[src/design/focsv_pkg.sv]
// Shared constants, sine table, command types and helpers for the FOC current loop.
`default_nettype none
package focsv_pkg;

    localparam int SINE_ENTRIES = 1024;
    localparam int ANGLE_BITS   = 16;

    // Table index: two quadrant bits above the offset within a quarter wave
    localparam int K_W    = $clog2(SINE_ENTRIES);
    localparam int IDX_W  = K_W + 2;
    localparam int ADDR_W = K_W + 1;

    localparam int MUL_W  = 28;
    localparam int PROD_W = 2 * MUL_W;
    localparam int V_W    = 28;
    localparam int N_W    = V_W + 2;
    localparam int U_W    = 44;
    localparam int SUM_W  = 37;
    localparam int REM_W  = 58;
    localparam int Q_W    = 16;
    localparam int CNT_W  = $clog2(Q_W);

    localparam longint CA = 64'sd1686629713;
    localparam longint CB = 64'sd688904866;
    localparam longint CC = 64'sd76016977;

    localparam int THIRD_Q16      = 21845;
    localparam int INV_SQRT3_Q16  = 37837;
    localparam int HALF_SQRT3_Q16 = 56756;
    localparam int VBUS_FLOOR     = 256;

    typedef logic [15:0] t_sine_lut [0:SINE_ENTRIES];

    function automatic t_sine_lut build_sine();
        t_sine_lut lut;
        longint    x;
        longint    x2;
        longint    t;
        for (int k = 0; k <= SINE_ENTRIES; k++) begin
            x  = (longint'(k) * 65536) / SINE_ENTRIES;
            x2 = (x * x) >>> 16;
            t  = CB - ((CC * x2) >>> 16);
            t  = CA - ((t * x2) >>> 16);
            t  = (t * x) >>> 16;
            t  = (t + 16384) >>> 15;
            lut[k] = (t > 32767) ? 16'd32767 : 16'(t);
        end
        return lut;
    endfunction

    localparam t_sine_lut SINE_LUT = build_sine();

    typedef enum logic [2:0] {
        REG_KP_D,
        REG_KI_TS_D,
        REG_KP_Q,
        REG_KI_TS_Q,
        REG_OUT_MAX_D,
        REG_OUT_MIN_D,
        REG_OUT_MAX_Q,
        REG_OUT_MIN_Q
    } t_reg;

    typedef enum logic [4:0] {
        OP_NONE,
        OP_RD_SIN,
        OP_RD_COS,
        OP_CAP_COS,
        OP_PD1,
        OP_PD2,
        OP_PQ1,
        OP_PQ2,
        OP_PID,
        OP_KID,
        OP_UD,
        OP_KIQ,
        OP_UQ,
        OP_IP1,
        OP_IP2,
        OP_IP3,
        OP_IP4,
        OP_IP5,
        OP_VB1,
        OP_VBC,
        OP_MM,
        OP_DIV_INIT
    } t_op;

    typedef struct packed {
        logic load;
        t_op  op;
        logic div_step;
        logic out_load;
    } t_cmd;

    function automatic logic signed [15:0] sat16(input logic signed [PROD_W-1:0] v);
        if (v > PROD_W'(32767)) begin
            return 16'sh7fff;
        end else if (v < -PROD_W'(32768)) begin
            return 16'sh8000;
        end
        return 16'(v);
    endfunction

    function automatic logic signed [31:0] sat32(input logic signed [SUM_W-1:0] v);
        if (v > SUM_W'(64'sh7fffffff)) begin
            return 32'sh7fffffff;
        end else if (v < -SUM_W'(64'sh80000000)) begin
            return 32'sh80000000;
        end
        return 32'(v);
    endfunction

endpackage
`default_nettype wire

[src/design/focsv_ctrl.sv]
// Controller: sequences the datapath operations and runs both handshakes.
`default_nettype none
module focsv_ctrl
    import focsv_pkg::*;
(
    input  wire logic i_clk,
    input  wire logic i_rst_n,
    input  wire logic i_valid,
    output logic      o_stall,
    output logic      o_valid,
    input  wire logic i_stall,
    output t_cmd      o_cmd
);

    typedef enum logic [1:0] {
        S_IDLE,
        S_RUN,
        S_DIV,
        S_FIN
    } t_state;

    t_state           r_state;
    t_op              r_op;
    logic [CNT_W-1:0] r_cnt;
    logic             r_valid;
    logic             out_free;

    assign out_free = !r_valid || !i_stall;

    always_comb begin
        o_cmd.load     = (r_state == S_IDLE) && i_valid;
        o_cmd.op       = (r_state == S_RUN) ? r_op : OP_NONE;
        o_cmd.div_step = (r_state == S_DIV);
        o_cmd.out_load = (r_state == S_FIN) && out_free;
    end

    always_ff @(posedge i_clk) begin
        if (!i_rst_n) begin
            r_state <= S_IDLE;
            r_op    <= OP_NONE;
            r_cnt   <= '0;
            r_valid <= 1'b0;
        end else begin
            // Raise valid with a fresh result, else drop it once the result is taken
            if ((r_state == S_FIN) && out_free) begin
                r_valid <= 1'b1;
            end else if (r_valid && !i_stall) begin
                r_valid <= 1'b0;
            end
            case (r_state)
                S_IDLE: begin
                    if (i_valid) begin
                        r_state <= S_RUN;
                        r_op    <= OP_RD_SIN;
                    end
                end
                S_RUN: begin
                    if (r_op == OP_DIV_INIT) begin
                        r_state <= S_DIV;
                        r_cnt   <= '0;
                    end else begin
                        r_op <= t_op'(r_op + 1'b1);
                    end
                end
                S_DIV: begin
                    r_cnt <= r_cnt + 1'b1;
                    if (r_cnt == CNT_W'(Q_W - 1)) begin
                        r_state <= S_FIN;
                    end
                end
                S_FIN: begin
                    // Hold the result until the output register is free
                    if (out_free) begin
                        r_state <= S_IDLE;
                    end
                end
                default: r_state <= S_IDLE;
            endcase
        end
    end

    assign o_stall = (r_state != S_IDLE);
    assign o_valid = r_valid;

endmodule
`default_nettype wire

[config.mk]
export PLATFORM = sky130hd
export DESIGN_NAME = focsv_ctrl
export DESIGN_NICKNAME = d
export VERILOG_FILES = /design/src/design/focsv_pkg.sv /design/src/design/focsv_ctrl.sv
export SDC_FILE = /design/constraint.sdc
export NUM_CORES = 1
export LEC_CHECK = 0
export BUFFER_PORTS_ARGS = -buffer_cell sky130_fd_sc_hd__buf_4
export CAP_MARGIN = 10
export CORE_UTILIZATION = 35
export CTS_CLUSTER_DIAMETER = 120
export DETAILED_ROUTE_END_ITERATION = 16
export PLACE_DENSITY = 0.63
export SLEW_MARGIN = 10
export SYNTH_ARGS = -nofsm -noshare
export SYNTH_HDL_FRONTEND = slang
export SYNTH_SLANG_ARGS = --single-unit
[constraint.sdc]
create_clock -name i_clk -period 1.59 [get_ports i_clk]
set_clock_uncertainty 0.1 [all_clocks]
set_input_delay 0.2385 -clock i_clk [delete_from_list [all_inputs] [get_ports i_clk]]
set_output_delay 0.2385 -clock i_clk [all_outputs]
set_load 0.01 [all_outputs]
## Word-level counts from Yosys, hierarchy flattened

Index checks and enable logic that the tools add are counted.

- Reductions and logical operators: 14
- Equal/unequal tests: 10
- Multiplexer cells: 13
- Add/sub/neg operators: 2

Operator list:

| kind | number |
|---|---|
| $mux 5 | 3 |
| $pmux 5 s2 | 1 |
| $mux 2 | 4 |
| $pmux 2 s4 | 1 |
| $pmux 4 s2 | 1 |
| $reduce_bool 2->1 | 4 |
| $ne 2x2->1 const B | 3 |
| $add 5x1->5 const B | 1 |
| $eq 5x5->1 const B | 1 |
| $add 4x1->4 const B | 1 |
| $eq 2x2->1 const B | 2 |
| $eq 4x4->1 const B | 1 |
| $mux 4 | 1 |
| $ne 2x1->1 const B | 2 |
| $reduce_and 4->1 | 1 |
| $logic_and 1x1->1 | 3 |
| $reduce_and 3->1 | 1 |
| $eq 2x1->1 const B | 1 |
| $logic_not 1->1 | 2 |
| $logic_not 2->1 | 1 |
| $mux 1 | 2 |
| $reduce_and 2->1 | 1 |
| $logic_or 1x1->1 | 1 |

- Word-level logic and storage cells: 43
- Output and inout port bits: 10
- Input bits: 4
- Bits in registers: 12

## Depth between registers and ports, before layout

- Depth after elaboration: 4
- Gate-level depth with buffers: 7
- Depth with buffers taken out: 6

## Worst setup path before layout

OpenSTA, ideal clock, no wires.

- Path kind: flip-flop to flip-flop
- Start: register r_state[0]
- End: register r_state[0]
- Library setup time: 115 ps
- Period minus slack after synthesis: 1790 ps
- Setup slack: -200 ps
- Buffers on the path: 0
- Required time: 1375 ps
- Cell stages (with the launch flop): 7
- Arrival time: 1575 ps
- Path through: dfxtp_1 > inv_1 > ha_1 > nor2b_1 > a2111o_1 > o31a_1 > o21a_1

RTL lines:

| element | line | text |
|---|---|---|
| start, declared | focsv_ctrl.sv:22 | `t_state r_state;` |
| start signal, assigned | focsv_ctrl.sv:39 | `r_state <= S_IDLE;` |
| start signal, assigned | focsv_ctrl.sv:53 | `r_state <= S_RUN;` |
| start signal, assigned | focsv_ctrl.sv:59 | `r_state <= S_DIV;` |

## Final worst setup path

- Start: register r_state[0]
- End: register r_state[0]

- Word-level cells in the longest chain between the ends: 3
- Elaborated cells on any way between the ends: 10
- Those cells by class: eq/ne: 7; mux: 1; reduce/logical: 2

Ends and longest elaborated chain:

| element | line | text |
|---|---|---|
| $eq 2x1->1, or another cell as far along | focsv_ctrl.sv:50 | `case (r_state)` |
| $ne 2x1->1 (no source line) / $ne 2x2->1 (equally long branches) | - |  |
| $reduce_and 4->1 (no source line) | - |  |

Several ways; a longest one is shown, not always the timed one.
A chain may end at the register's enable or synchronous reset.

==> summary.md <==
By area the synthesized netlist is led by sky130_fd_sc_hd__dfxtp_1 (31%), sky130_fd_sc_hd__ha_1 (13%), sky130_fd_sc_hd__nor2b_1 (5.6%). In the post-synthesis netlist, the cell with the most instances is sky130_fd_sc_hd__dfxtp_1. The flow ran to the end, but the final reports show violations. The required time of the worst setup path is 1.65 ns. The instance count of the mapped netlist was 93. The register cell area after layout is 250 sq um, and the synthesis-to-finish area growth is 64.6%. For the finished layout, the period the worst path requires is 1.65 ns. The worst setup path is captured at a flop.

Detailed placement finished with a half-perimeter wire length of 1330 um. Count of input and output buffers: 13. For the maximum ir drop on the vdd rail, the log shows 0.000896 V.

The static power due to leakage is 0.543 nW, and the transition time at the pin with the least slew margin is 0.250 ns. The first routing iteration left 7 violations. Measured in cells, the most critical reg-to-reg path has a length of 5. The tree is rooted in a sky130_fd_sc_hd__clkbuf_4. Entering global routing, the biggest net connects 19 pins. Measured along the x axis, the die boundary spans 49.1 um. Ranked by instance count, the synthesized netlist is headed by sky130_fd_sc_hd__dfxtp_1 (12), sky130_fd_sc_hd__nand2_1 (11), sky130_fd_sc_hd__ha_1 (8).

For this run, the share of the core covered by cells in the final layout is 63.2%. Based on the critical path, the design can be clocked at up to 608 MHz. The pre-antenna-repair detailed-routing pass consisted of 4 iterations.

The longest clock path from root to sink contains 2 buffers. The first global-routing pass estimated 3130 um of wire. After floorplanning, the core was divided into 16 placement rows.

The run gives 2410 sq um as the area enclosed by the die boundary. The worst hold path was traced through 3 stages. The share of final-layout standard cells stronger than drive strength 1 was 52.3%; the number of global-route vias before repair was 777.

After synthesis, flip-flops and latches occupy 30.9% of the total area. Hold repair after CTS inserted 0 buffers. The region available for standard cell placement spans 2020 sq um. The arrival time at the worst endpoint is 1.71 ns. The checks that failed: setup timing.

Setup repair after global routing could not meet its margin everywhere. The tools report the critical path launch point type as a flop. Counting the buffers created by CTS gives 3. Number of distinct standard cells referenced by the synthesized netlist: 32. The post-route worst hold slack is 0.153 ns. Clock transition at the registers of the reported paths: 0.07 ns. The H-tree depth reported by CTS is 1, and the share of flip-flops with an asynchronous set or reset after synthesis is 0%. A synthesized cell averages 8.35 sq um.

The number of antenna violations at the first check in global routing was 0. The die is 49.1 um tall. The run gives 0 as the count of antenna diodes in the layout. The tools report the placer congestion estimate as 0.767. TritonCTS built the clock tree.

The tools report the final setup slack of the worst path as -0.0551 ns. Path class of the lowest-slack min-delay path: input pin to flop. The number of fill cells is 181. The detail-routed net length per standard cell was 11.4 um.

Across all layers, the routed design uses 775 vias. The largest stage delay on the critical path came out at 0.40 ns. The initial core utilization came out at 38.4%.

The maximum fanout count along the critical path was 4; the count of antenna-violating nets left after detailed routing was 0. Most used flip-flop cell after synthesis: sky130_fd_sc_hd__dfxtp_1. The cell area that synthesis handed to floorplanning was 777 sq um. For this run, the total global-route usage over all layers was measured as 16.1%. The total power per unit cell area is 1480 nW/um^2, and the max-slew violation count is 0. After global routing the overflow that remains totals 0. 14 I/O pins were placed. The signal on the critical path passes through ha_4, and3_4, a2111o_1, o31a_1, o21a_1. Wires add up to 1770 um. Insertion delay of the later-clocked pin in the worst-skew pair: 0.27 ns. Counting flops with a built-in enable in the synthesized netlist gives 0. The tools report the residual DRC count as 0.

For this design, the slowest cell found on the critical path is sky130_fd_sc_hd__a2111o_1. After layout, the worst path uses 103% of the clock period. Setup violations remaining at the end of the flow were counted as 7. The synthesized design contains 12 register bits. Measured against its own limit, the worst slew margin works out to 83.3%.

Summed over all instances, the cell type with the most area after synthesis is sky130_fd_sc_hd__dfxtp_1. The detail-routed via count per cell was 5.00; the area of the multi-input gates was 632 sq um. The top cell type by area accounts for 30.9% of the synthesized area. The run gives 0 as the final hold violation count.

Max-cap violations in this run came to 0. Net count after synthesis: 105. Yosys printed 0 warnings. Type of the worst setup path: flop to flop. For this design, the sink count on the clock tree is 12. At the end of the flow, the number of nets in the layout was 142.
-- placed cells by master (no fill, tap or decap), types with 3 or more instances in the layout --
cell type / netlist / routed
sky130_fd_sc_hd__buf_4: 1 / 22
sky130_fd_sc_hd__buf_6: 0 / 13
sky130_fd_sc_hd__nand2_1: 11 / 10
sky130_fd_sc_hd__dfxtp_1: 12 / 8
sky130_fd_sc_hd__a21oi_1: 7 / 6
sky130_fd_sc_hd__nand3_1: 6 / 6
sky130_fd_sc_hd__nor2b_1: 7 / 5
sky130_fd_sc_hd__and2_4: 0 / 4
sky130_fd_sc_hd__o21ai_0: 6 / 4
sky130_fd_sc_hd__ha_4: 0 / 4
sky130_fd_sc_hd__ha_1: 8 / 3
sky130_fd_sc_hd__clkbuf_4: 0 / 3
-- cells by family (layout without fill, tap and decap cells) --
| kind of cell | Yosys count | in the layout | synth area share, % |
|---|---|---|---|
| DFF | 12 | 12 | 30.9 |
| and+or+nand+nor | 38 | 38 | 27.7 |
| buffers and inverters | 8 | 43 | 4.51 |
| adders and majority gates | 8 | 8 | 12.9 |
| AOI/OAI and AO/OA | 25 | 25 | 21.4 |
| muxes | 2 | 2 | 2.58 |
-- metrics by stage --
stage / power, mW / TNS, ns / std cells / setup WS, ns / cell area (sq um)
global placement: 1.35 / -0.0305 / 148 / -0.0305 / 1070
finish: 1.90 / -0.226 / 155 / -0.0551 / 1280
global route: 2.05 / -0.886 / 155 / -0.114 / 1280
floorplan: 0.954 / -0.0163 / 93 / -0.0163 / 821
CTS: 1.77 / -0.403 / 154 / -0.0817 / 1200
detailed placement: 1.37 / -0.181 / 148 / -0.0569 / 1070
-- timing repair --
action | 4_1_cts | 5_1_grt
setup endpoints to repair | 12 | 17
gates resized for setup | 25 | 19
setup buffers | 3 | 1
pin swaps | 4 | 8
hold endpoints to repair | 0 | 0
-- where the power goes --
| part | internal, mW | total (mW) | switching (mW) |
|---|---|---|---|
| logic | 0.705 | 1.26 | 0.556 |
| registers | 0.372 | 0.455 | 0.0835 |
| clock network | 0.0875 | 0.180 | 0.0925 |
-- critical path, delay by kind of cell, from the launching register on --
kind / cells / cell delay (ns)
compound gates: 3 / 0.73
fa+ha+maj: 1 / 0.17
flops: 1 / 0.38
simple gates: 1 / 0.15
-- cell type report --
| class | instances | share of cell area [%] |
|---|---|---|
| Clock buffer | 3 | 1.76 |
| Inverter | 5 | 2.25 |
| Multi-Input combinational cell | 73 | 49.4 |
| Sequential cell | 12 | 19.6 |
| Tap cell | 27 | 2.64 |
| Timing Repair Buffer | 35 | 24.4 |
-- per-layer routing --
layer / global-route usage (%) / routed length (um)
met1: 19.1 / 797
met2: 29.9 / 932
met3: 1.87 / 40
met4: 4.41 / 0
met5: 0 / 0
-- final timing paths --
kind,end,startpoint,slack [ns]
max,r_state[0],r_state[0],-0.06
min,o_valid,i_stall,0.15
max reg2reg,r_state[0],r_state[0],-0.06
min reg2reg,r_cnt[0],r_cnt[0],0.41
-- sequential cells by signal, indices dropped and copies added, names as in the netlist --
name / cells
o_valid: 1
r_cnt: 4
r_op: 5
r_state: 2
Power figures use the tool's default switching activity.
